--- config.mk ---
export PLATFORM = sky130hd
export DESIGN_NAME = wm_ctrl
export DESIGN_NICKNAME = d
export VERILOG_FILES = /design/src/hdl/wm_pkg.sv /design/src/hdl/wm_ctrl.sv
export SDC_FILE = /design/constraint.sdc
export NUM_CORES = 1
export LEC_CHECK = 0
export BUFFER_PORTS_ARGS = -buffer_cell sky130_fd_sc_hd__buf_2
export CORE_AREA = 3 3 40 42
export DETAILED_ROUTE_END_ITERATION = 10
export DIE_AREA = 0 0 43 45
export GPL_TIMING_DRIVEN = 0
export MAX_ROUTING_LAYER = met4
export PLACE_DENSITY = 0.45
export RECOVER_POWER = 100
export SKIP_CTS_REPAIR_TIMING = 1
export SYNTH_ARGS = -nofsm -noshare
export SYNTH_HDL_FRONTEND = slang
export SYNTH_SLANG_ARGS = --single-unit
--- constraint.sdc ---
create_clock -name clk -period 1.3 [get_ports clk]
set_input_delay 0.26 -clock clk [delete_from_list [all_inputs] [get_ports clk]]
set_output_delay 0.26 -clock clk [all_outputs]
set_load 0.02 [all_outputs]
--- src/hdl/wm_pkg.sv ---
`timescale 1ns / 1ps
// Shared definitions for the window median block: default sizes, command
// codes and the control/status bundles between controller and datapath.
// No dependencies.
package wm_pkg;

  localparam int WM_DEPTH_DEFAULT = 128;
  localparam int WM_WIDTH_DEFAULT = 32;

  localparam int VALUE_W = 32;
  localparam int COUNT_OUT_W = 8;

  localparam logic CMD_PUSH    = 1'b0;
  localparam logic CMD_COMPUTE = 1'b1;

  // controller to datapath
  typedef struct packed {
    logic push;     // write sample_value into the store
    logic start;    // latch count and flag, empty the store, set up the first pass
    logic scan_rd;  // read the store at the scan address and advance it
    logic decide;   // settle one result bit from the finished scan
    logic pass2;    // set up the pass for the upper middle value
    logic finish;   // load the result register
  } wm_cmd_t;

  // datapath to controller
  typedef struct packed {
    logic store_empty;  // no samples held (current count)
    logic n_odd;        // latched count is odd
    logic scan_last;    // scan address is the last held entry
    logic bit_last;     // the bit being settled is bit 0
    logic second_pass;  // working on the upper middle value
    logic res_busy;     // result register full and stalled
  } wm_stat_t;

endpackage

--- src/hdl/wm_ctrl.sv ---
`timescale 1ns / 1ps
// Sequencer for the window median block: request handshake and the
// bit-by-bit selection walk over the store. Depends on wm_pkg.
module wm_ctrl
  import wm_pkg::*;
(
  input  logic     clk,
  input  logic     rst,
  input  logic     cmd_valid,
  output logic     cmd_stall,
  input  logic     command,
  input  wm_stat_t stat,
  output wm_cmd_t  cmd
);

  localparam logic [2:0] S_IDLE   = 3'd0;
  localparam logic [2:0] S_SCAN   = 3'd1;
  localparam logic [2:0] S_DRAIN  = 3'd2;
  localparam logic [2:0] S_DECIDE = 3'd3;
  localparam logic [2:0] S_DONE   = 3'd4;

  logic [2:0] state;
  logic [2:0] state_next;
  logic       accept;

  assign cmd_stall = (state != S_IDLE);
  assign accept    = cmd_valid && !cmd_stall;

  always_comb begin
    state_next = state;
    cmd        = '0;
    case (state)
      S_IDLE: begin
        if (accept) begin
          if (command == CMD_PUSH) begin
            cmd.push = 1'b1;
          end else begin
            cmd.start  = 1'b1;
            state_next = stat.store_empty ? S_DONE : S_SCAN;
          end
        end
      end
      S_SCAN: begin
        cmd.scan_rd = 1'b1;
        if (stat.scan_last) begin
          state_next = S_DRAIN;
        end
      end
      // last read data lands in the counter
      S_DRAIN: begin
        state_next = S_DECIDE;
      end
      S_DECIDE: begin
        cmd.decide = 1'b1;
        if (!stat.bit_last) begin
          state_next = S_SCAN;
        end else if (!stat.n_odd && !stat.second_pass) begin
          cmd.pass2  = 1'b1;
          state_next = S_SCAN;
        end else begin
          state_next = S_DONE;
        end
      end
      S_DONE: begin
        if (!stat.res_busy) begin
          cmd.finish = 1'b1;
          state_next = S_IDLE;
        end
      end
      default: begin
        state_next = S_IDLE;
      end
    endcase
  end

  always_ff @(posedge clk) begin
    if (rst) begin
      state <= S_IDLE;
    end else begin
      state <= state_next;
    end
  end

endmodule

==> results.md <==
* Final nets at 65
* Vias at about 300
* Most frequent CP cell: buf_6
* Max reg flops at 3
* Min-Delay Path Depth at 2
* Largest net degree at the start of global routing at 11
* Min-delay worst type: primary input to flop
* Fin area at approximately 450 sq um
* CTS tree: built
* Ratio of cells with drive above 1 in the final layout at between 50% and 60%
* Crit path kind: flop to primary output
* Clock root buffer: clkbuf_4
* CP top delay family: simple AND/OR/NAND/NOR gates
* Synth Area per Inst at approximately 8.2 sq um
* Final worst path period need at ~1700 ps
* Gr usage total at between 7 and 8%
* Regs by FF count: state (3)
* Hold path start: rst
* Clk sink count at 3
* Max incr delay on CP at 400 ps
* Synth Register Bits at 3
* Register-to-register setup slack at 100 ps
* Final GP Congestion at approximately 0.66
* Failing checks: negative setup slack
* Synth top area share at a little under a quarter
* Clock transition at path regs at ~40 ps
* YS warnings at 0
* Antenna Cells at 0
* Core Rows at 13
* Synth top area cells: dfxtp_1 24%, nor2_1 5.9%, nor3b_2 5.0%, buf_6 4.5%, or3_4 4.5%
* F_max at ~0.60 GHz
* Area leader, netlist: dfxtp_1
* Yosys cell types at 23
* DPL Wire Length at approximately 500 um
* NetSw at 0.133 mW
* Final Non-Filler Cells at about 70
* H-tree levels at 1
* Pwr/cell area at around 1000 nW/um^2
* Worst slew pin tran at 222 ps
* RSZ-0062 raised after global routing: true
* Hold EP: state[1]
* Final setup vio count at 5
* Final Hold Vio Count at 0
* Most frequent cells in the layout: 10 x buf_2, 5 x buf_6, 4 x clkbuf_4, 4 x buf_4, 3 x nor2_1
* Crit path cell chain: buf_6, or3_4, nor3b_4, buf_6
* Reg-to-reg critical path startpoint: state[0]
* Port Buffers at 16
* Worst Path Buf+Inv at 2
* Rel. slew slack at 85.2%
* Master of the slowest instance on the critical path: or3_4
* TritonRoute pass-1 iters at 3
* Synth Instances at 31
* Drt wl/cell at ~10 um
* Max-capacitance violation count at 0
* Area grow syn2layout at 76.2%
* Status: finished with violations
* Util after Layout at about a third
* Setup slack after layout at -375 ps
* Starting density of the core at about a fifth
* Biggest register: state
* Commonest non-fill, non-tap cell in the layout: buf_2
* Post-synthesis sequential area ratio at about a quarter
* Peak VDD IR at approximately 0.2 mV
* Area after DPL at 367 sq um
* Final Skew at between 0.2 and 0.25 ps
* Comb power frac at between 30% and 40%
* IO Pins at 17
* Die X at about 43 um
* Slew Viols, Final at 0
* Post-synth design cell area at 253 sq um
* P_int at between 0.3 and 0.4 mW
* R2R Path End: state[2]
* Reg2reg path depth at 6
* Drt total wl at 724 um
* Die area at 1940 sq um
* Dpl ws at -115 ps
* DRT iter0 DRCs at 5
* Antenna violations before repair at 0
* CP Data Arrival Time at about 1400 ps
* Final worst-path cycle share at 129%
* Vias/cell at around 4.4
* Max FO, Critical Path at 5
* Pwr Total at about 0.44 mW
* Remaining antenna violation count after routing at 0
* Vias in the first global route at 269
* Clk Latency, worst-skew pair at ~230 ps
* Clk buf depth at 2
* # DRC at 0
* Sequential share of power at 24.4%
* CTS Buf Count at 3
* Cell Count Post-Placement at 62
* Sw Ratio at a little under a third
* Global route overflow at 0
* Static Leak at around 0.22 nW
* Die height at between 40 and 50 um
* Clock power share at about 37%
* WP data required at between 1000 and 1500 ps
* First-pass GRT wire length at between 1000 and 1500 um
* Mapped Nets at between 40 and 50
* CP endpoint kind: primary output
* Startpoint Class: flop
* Core Region at between 1000 and 1500 sq um
Yosys cell counts:
| library cell | count |
|---|---|
| nor3b_2 | 1 |
| nand2_1 | 2 |
| o21bai_1 | 1 |
| and3b_2 | 1 |
| o32ai_1 | 1 |
| inv_1 | 1 |
| nand4b_1 | 1 |
| o211a_1 | 1 |
| o21ai_0 | 2 |
| nor2b_1 | 1 |
| nor3b_1 | 1 |
| and3_1 | 1 |
| a2bb2oi_1 | 1 |
| and3b_1 | 1 |
| buf_6 | 1 |
| nor3_1 | 2 |
| or3_4 | 1 |
| buf_2 | 1 |
| dfxtp_1 | 3 |
| nor4_1 | 1 |
| nor2_1 | 4 |
| a211oi_1 | 1 |
| mux2i_1 | 1 |
kinds of logic after synthesis:
logic type	synth area share [%]
mux	3.96
flops	23.8
compound gates	20.8
simple gates	43.6
buf+inv	7.92
how the worst max path moves through the flow:
| stage | startpoint | end | slack, ps | cells past startpoint |
|---|---|---|---|---|
| finish | state[0] | cmd[5] | -380 | 4 |
| global route | state[0] | cmd[5] | -400 | 4 |
| detailed placement | state[1] | cmd[5] | -110 | 4 |
| CTS | state[1] | cmd[5] | -370 | 4 |
| global placement | state[1] | cmd[5] | -120 | 4 |
| floorplan | state[1] | cmd[5] | -80 | 3 |
metrics by stage:
stage	TNS (ps)	hold slack (ps)
CTS	-1060	259
detailed placement	-149	506
floorplan	-117	337
global route	-1360	288
global placement	-151	512
finish	-1130	266
power by group through the flow:
stage               Combinational [mW]  Sequential (mW)  Clock, mW
detailed placement               0.135            0.107          0
finish                           0.168            0.107      0.162
floorplan                       0.0933            0.106          0
global route                     0.180            0.107      0.168
CTS                              0.135            0.106      0.169
global placement                 0.138            0.108          0
area by class of cell:
cell class	instances	area [sq um]
Tap cell	15	18.8
Inverter	1	3.75
Clock buffer	4	26.3
Sequential cell	3	61.3
Timing Repair Buffer	19	126
Multi-Input combinational cell	25	186
Fill cell	141	840
Buffer	2	22.5
routing by layer:
metal	vias up	GRT usage [%]	part of all wire (%)
met5	-	-	0
met4	0	7.23	0
met3	0	0.398	6.2
met2	11	11.1	51
met1	128	8.43	43
li1	163	-	-
Note: power is estimated with default switching activity, not from simulation.
