===== src/hdl/wm_pkg.sv =====
`timescale 1ns / 1ps
// Shared definitions for the window median block: default sizes, command
// codes and the control/status bundles between controller and datapath.
// No dependencies.
package wm_pkg;

  localparam int WM_DEPTH_DEFAULT = 128;
  localparam int WM_WIDTH_DEFAULT = 32;

  localparam int VALUE_W = 32;
  localparam int COUNT_OUT_W = 8;

  localparam logic CMD_PUSH    = 1'b0;
  localparam logic CMD_COMPUTE = 1'b1;

  // controller to datapath
  typedef struct packed {
    logic push;     // write sample_value into the store
    logic start;    // latch count and flag, empty the store, set up the first pass
    logic scan_rd;  // read the store at the scan address and advance it
    logic decide;   // settle one result bit from the finished scan
    logic pass2;    // set up the pass for the upper middle value
    logic finish;   // load the result register
  } wm_cmd_t;

  // datapath to controller
  typedef struct packed {
    logic store_empty;  // no samples held (current count)
    logic n_odd;        // latched count is odd
    logic scan_last;    // scan address is the last held entry
    logic bit_last;     // the bit being settled is bit 0
    logic second_pass;  // working on the upper middle value
    logic res_busy;     // result register full and stalled
  } wm_stat_t;

endpackage


===== src/hdl/wm_dp.sv =====
`timescale 1ns / 1ps
// Datapath for the window median block: sample store, fill count, radix
// selection registers and the result register. Depends on wm_pkg.
module wm_dp
  import wm_pkg::*;
#(
  parameter int WINDOW_DEPTH = WM_DEPTH_DEFAULT,
  parameter int SAMPLE_WIDTH = WM_WIDTH_DEFAULT
) (
  input  logic                   clk,
  input  logic                   rst,
  input  wm_cmd_t                cmd,
  output wm_stat_t               stat,
  input  logic [VALUE_W-1:0]     sample_value,
  output logic                   res_valid,
  input  logic                   res_stall,
  output logic [VALUE_W-1:0]     median_value,
  output logic [COUNT_OUT_W-1:0] sample_count,
  output logic                   overflowed
);

  localparam int ADDR_W  = (WINDOW_DEPTH > 1) ? $clog2(WINDOW_DEPTH) : 1;
  localparam int COUNT_W = $clog2(WINDOW_DEPTH + 1);
  localparam logic [COUNT_W-1:0] DEPTH_C = COUNT_W'(WINDOW_DEPTH);
  localparam logic [SAMPLE_WIDTH-1:0] MSB_SEL = {1'b1, {(SAMPLE_WIDTH-1){1'b0}}};

  logic [SAMPLE_WIDTH-1:0] store [WINDOW_DEPTH];

  logic [COUNT_W-1:0]      stored_count;
  logic                    dropped;
  logic [COUNT_W-1:0]      n_lat;
  logic                    dropped_lat;

  logic [ADDR_W-1:0]       addr;
  logic [SAMPLE_WIDTH-1:0] rd_data;
  logic                    rd_valid;
  logic [COUNT_W-1:0]      cnt;

  logic [COUNT_W-1:0]      k;
  logic                    second;
  logic [SAMPLE_WIDTH-1:0] prefix;
  logic [SAMPLE_WIDTH-1:0] bit_sel;
  logic [SAMPLE_WIDTH-1:0] mask_hi;
  logic [SAMPLE_WIDTH-1:0] sel_lo;
  logic [SAMPLE_WIDTH-1:0] sel_hi;

  logic                    match;
  logic                    take_one;
  logic [SAMPLE_WIDTH-1:0] prefix_new;
  logic [SAMPLE_WIDTH:0]   mid_sum;
  logic [SAMPLE_WIDTH-1:0] median_w;

  // entry is below the bit in question and agrees with the settled prefix
  assign match    = (((rd_data ^ prefix) & mask_hi) == '0) && ((rd_data & bit_sel) == '0);
  assign take_one = (k >= cnt);
  assign prefix_new = take_one ? (prefix | bit_sel) : prefix;

  assign mid_sum  = {1'b0, sel_lo} + {1'b0, sel_hi};
  always_comb begin
    if (n_lat == '0) begin
      median_w = '0;
    end else if (n_lat[0]) begin
      median_w = sel_lo;
    end else begin
      median_w = mid_sum[SAMPLE_WIDTH:1];
    end
  end

  assign stat.store_empty = (stored_count == '0);
  assign stat.n_odd       = n_lat[0];
  assign stat.scan_last   = (COUNT_W'(addr) == n_lat - COUNT_W'(1));
  assign stat.bit_last    = bit_sel[0];
  assign stat.second_pass = second;
  assign stat.res_busy    = res_valid && res_stall;

  // store write and registered read
  always_ff @(posedge clk) begin
    if (cmd.push && (stored_count < DEPTH_C)) begin
      store[stored_count[ADDR_W-1:0]] <= SAMPLE_WIDTH'(sample_value);
    end
    rd_data <= store[addr];
  end

  always_ff @(posedge clk) begin
    if (rst) begin
      stored_count <= '0;
      dropped      <= 1'b0;
      rd_valid     <= 1'b0;
      res_valid    <= 1'b0;
    end else begin
      rd_valid <= cmd.scan_rd;
      if (cmd.push) begin
        if (stored_count < DEPTH_C) begin
          stored_count <= stored_count + COUNT_W'(1);
        end else begin
          dropped <= 1'b1;
        end
      end else if (cmd.start) begin
        stored_count <= '0;
        dropped      <= 1'b0;
      end
      if (cmd.finish) begin
        res_valid <= 1'b1;
      end else if (!res_stall) begin
        res_valid <= 1'b0;
      end
    end
  end

  always_ff @(posedge clk) begin
    if (cmd.start) begin
      n_lat       <= stored_count;
      dropped_lat <= dropped;
      k           <= stored_count[0] ? (stored_count >> 1)
                                     : (stored_count >> 1) - COUNT_W'(1);
      second      <= 1'b0;
    end else if (cmd.pass2) begin
      k      <= n_lat >> 1;
      second <= 1'b1;
    end else if (cmd.decide && take_one) begin
      k <= k - cnt;
    end

    if (cmd.start || cmd.pass2) begin
      prefix  <= '0;
      bit_sel <= MSB_SEL;
      mask_hi <= '0;
    end else if (cmd.decide) begin
      prefix  <= prefix_new;
      bit_sel <= bit_sel >> 1;
      mask_hi <= {1'b1, mask_hi[SAMPLE_WIDTH-1:1]};
    end

    if (cmd.decide && bit_sel[0]) begin
      if (second) begin
        sel_hi <= prefix_new;
      end else begin
        sel_lo <= prefix_new;
      end
    end

    if (cmd.start || cmd.decide) begin
      addr <= '0;
    end else if (cmd.scan_rd) begin
      addr <= addr + ADDR_W'(1);
    end

    if (cmd.start || cmd.decide) begin
      cnt <= '0;
    end else if (rd_valid && match) begin
      cnt <= cnt + COUNT_W'(1);
    end

    if (cmd.finish) begin
      median_value <= VALUE_W'(median_w);
      sample_count <= COUNT_OUT_W'(n_lat);
      overflowed   <= dropped_lat;
    end
  end

endmodule


===== config.mk =====
export PLATFORM = sky130hd
export DESIGN_NAME = wm_dp
export DESIGN_NICKNAME = d
export VERILOG_FILES = /design/src/hdl/wm_pkg.sv /design/src/hdl/wm_dp.sv
export SDC_FILE = /design/constraint.sdc
export NUM_CORES = 2
export LEC_CHECK = 0
export BUFFER_PORTS_ARGS = -buffer_cell sky130_fd_sc_hd__buf_2
export CAP_MARGIN = 25
export CORE_AREA = 5 5 755 757
export DETAILED_ROUTE_END_ITERATION = 10
export DIE_AREA = 0 0 760 762
export PLACE_DENSITY_LB_ADDON = 0.2
export SYNTH_ARGS = -nofsm -noshare
export SYNTH_HDL_FRONTEND = slang
export SYNTH_SLANG_ARGS = --single-unit

===== constraint.sdc =====
create_clock -name clk -period 5.5 [get_ports clk]
set_clock_uncertainty 0.1 [all_clocks]
set_input_delay 0.55 -clock clk [delete_from_list [all_inputs] [get_ports clk]]
set_output_delay 0.55 -clock clk [all_outputs]
set_load 0.02 [all_outputs]

==> qor.txt <==
Run status = completed
Wirelength per Cell = 32.2 µm
Via count = 81.0k
Residual DRC count = 0
TritonCTS sink count = 4,373
Unrepaired setup endpoints after global routing = false
Clk root buf = clkbuf_16
Antenna violations before repair = 48
Fin crit share = 0.864
CTS HTree Levels = 5
Final wirelength = 510,000 µm
Row count = 276
Global-route wire length before repair = 701,000 µm
Sequential area share after synthesis = 0.771
Count of nets after finishing = 8,044
Setup crit end kind = output port
Area growth syn-to-layout = 16.6%
Power per cell area = 352 nW/µm²
# IOs = 89
PostCTS Resize Cnt = 0
GP Congestion = 0.819
Tmin final = 4750 ps
Die Ht = 762 µm
Worst skew pair latency = 1010 ps
First drt pass iteration count = 7
Post-Syn Area = 168,000 µm²
Max cap viols = 0
Post-Syn Instances = 7,347
CP max FO = 30
Slew at the pin closest to its max-slew limit = 1250 ps
YS warnings = 0
Total Routing Usage GR = 0.172
Synth Register Bits = 4,373
Hold buffer count at CTS = 27
Share of cells above drive strength 1 = 0.303
CP Class = reg -> out
Via-per-instance ratio = 5.11
CTS tree = done
Max Slew Vio Count = 0
Detail Route Antenna Nets = 0
Async set or reset register ratio after synthesis = 0
Initial DRC count = 8,639
Post-Syn Nets = 7,439
Max IR drop VDD = 0.000262 V
Chip Width = 760 µm
Leakage = 58.8 nW
Largest net degree at the start of global routing = 129
Final setup vio count = 0
Initial Utilization = 0.299
Setup TNS = 0 ps
Req. time, crit path = 4850 ps
Avg Cell Area, Syn = 22.9 µm²
Cells after DPL = 15.0k
Reg clk slew, reported paths = 60 ps
CTS Buf Count = 456
Layout Cells excl Fill = 15.9k
Total core area = 563,000 µm²
Crit path DAT = 4100 ps
Ys flop type = edfxtp_1
Overall power = 69.0 mW
Worst hold-check path type = in -> reg
Longest Clk Path Bufs = 4
Fmax = 210 MHz
Number of global-route vias before repair = 82.9k
HPWL after DPL = 307,000 µm
Slew headroom = 0.164
Grt ovf = 0
Final Hold Fails = 0
Post-CTS setup repair buffer count = 0
Total die area = 579,000 µm²
CP startpoint kind = register
Port-buffer cells = 88
Netlist cell types = 60
Number of synthesized flops with an enable pin = 4,218
## path summary, 6_finish.rpt
path,depth (start not counted),to,startpoint,slack (ps)
worst max-delay path,7,stat[3],addr[0],750
worst min-delay path,1,store[79][31],sample_value[31],70
worst max register to register,7,rd_data[8],addr[0],930
worst min register to register,0,dropped_lat,dropped,330
## report_power, final
| group | switching (mW) | internal, mW | total, mW |
|---|---|---|---|
| Sequential | 0.131 | 36.6 | 36.7 |
| Combinational | 1.52 | 0.828 | 2.35 |
| Clock | 13.1 | 16.9 | 29.9 |
| Total | 14.7 | 54.3 | 69.0 |
## cell type report
type,count,area (µm²)
fill,52200,367000
sequential,4373,130000
multi-input combinational,2551,37700
clock buffer,597,12100
tap,7506,9390
timing repair buffer,540,4830
clock inverter,234,2270
inverter,30,113
antenna,19,47.5
## cells in the mapped netlist, types with 31 or more instances
cell | number | area (µm²)
edfxtp_1 | 4218 | 127000
mux4_2 | 1226 | 27600
nor2_1 | 295 | 1110
mux2i_1 | 222 | 2220
clkbuf_1 | 199 | 747
dfxtp_1 | 155 | 3100
buf_2 | 121 | 606
a21oi_1 | 98 | 490
nand2_1 | 85 | 319
a21o_1 | 57 | 428
xor2_1 | 53 | 464
ha_1 | 49 | 613
a211oi_1 | 43 | 323
buf_1 | 41 | 154
xnor2_1 | 38 | 333
a22o_1 | 34 | 298
o21ai_0 | 32 | 160
o22ai_1 | 32 | 200
buf_4 | 31 | 233
## per-layer routing
| layer | wire [µm] | GRT usage |
|---|---|---|
| met3 | 30200 | 0.0263 |
| met1 | 219000 | 0.239 |
| met2 | 248000 | 0.286 |
| met4 | 12700 | 0.0388 |
| met5 | 11 | 0 |
## through the flow
step           cell area, µm²  setup slack (ps)  hold slack, ps  utilization
3_5_place_dp           181000               979             318        0.322
6_report               196000               748            72.0        0.349
5_1_grt                196000               516            39.9        0.349
2_1_floorplan          168000              2210             300            -
4_1_cts                196000               636            6.32        0.348
3_3_place_gp           181000              52.9             321        0.322
## layout by cell type, fill, tap and decap left out, types with 16 or more instances in the layout
cell type and n:
nand2b_1 28, buf_2 55, o21ai_0 32, mux4_2 1226, nand3_1 18, a21o_1 57, dfxtp_1 148, diode_2 19
a22oi_1 25, o211ai_1 24, buf_4 389, inv_1 29, nor2_1 163, edfxtp_1 4218, a22o_1 34, mux2i_1 222
a21oi_1 95, clkbuf_1 132, clkbuf_16 459, ha_1 49, buf_12 57, bufinv_16 30, clkinv_1 87, nor2b_1 19
nor3_1 16, o22ai_1 32, nand2_1 76, nor2_4 130, clkinv_2 75, xor2_1 53, dlygate4sd3_1 29, a211oi_1 39
o221ai_1 29, xnor2_1 38
## flip-flops by register name, summed over array words and instances, names as in the netlist, 32 cells and up
name          cells
bit_sel          32
mask_hi          32
median_value     32
prefix           32
rd_data          32
sel_hi           32
sel_lo           32
store          4096
## worst max-delay path, cell delays in order, from the launching register on
cell	delay, ps
dfxtp_4	910
buf_4	660
buf_4	430
xor2_1	190
o2111ai_1	140
nor4_1	310
buf_4	220
buf_2	170
## cells by family (layout without fill, tap and decap cells)
| family | after synthesis | in the layout | share of synthesized area |
|---|---|---|---|
| DFF | 4373 | 4373 | 0.771 |
| muxes | 1450 | 1450 | 0.177 |
| and+or+nand+nor | 514 | 514 | 0.0134 |
| other | 0 | 19 | 0 |
| xor gates and xnor gates | 91 | 91 | 0.00474 |
| AOI/OAI and AO/OA | 445 | 445 | 0.0185 |
| buffers and inverters | 423 | 1401 | 0.0111 |
| adders and majority gates | 51 | 51 | 0.00388 |
Power figures use the tool's default switching activity.
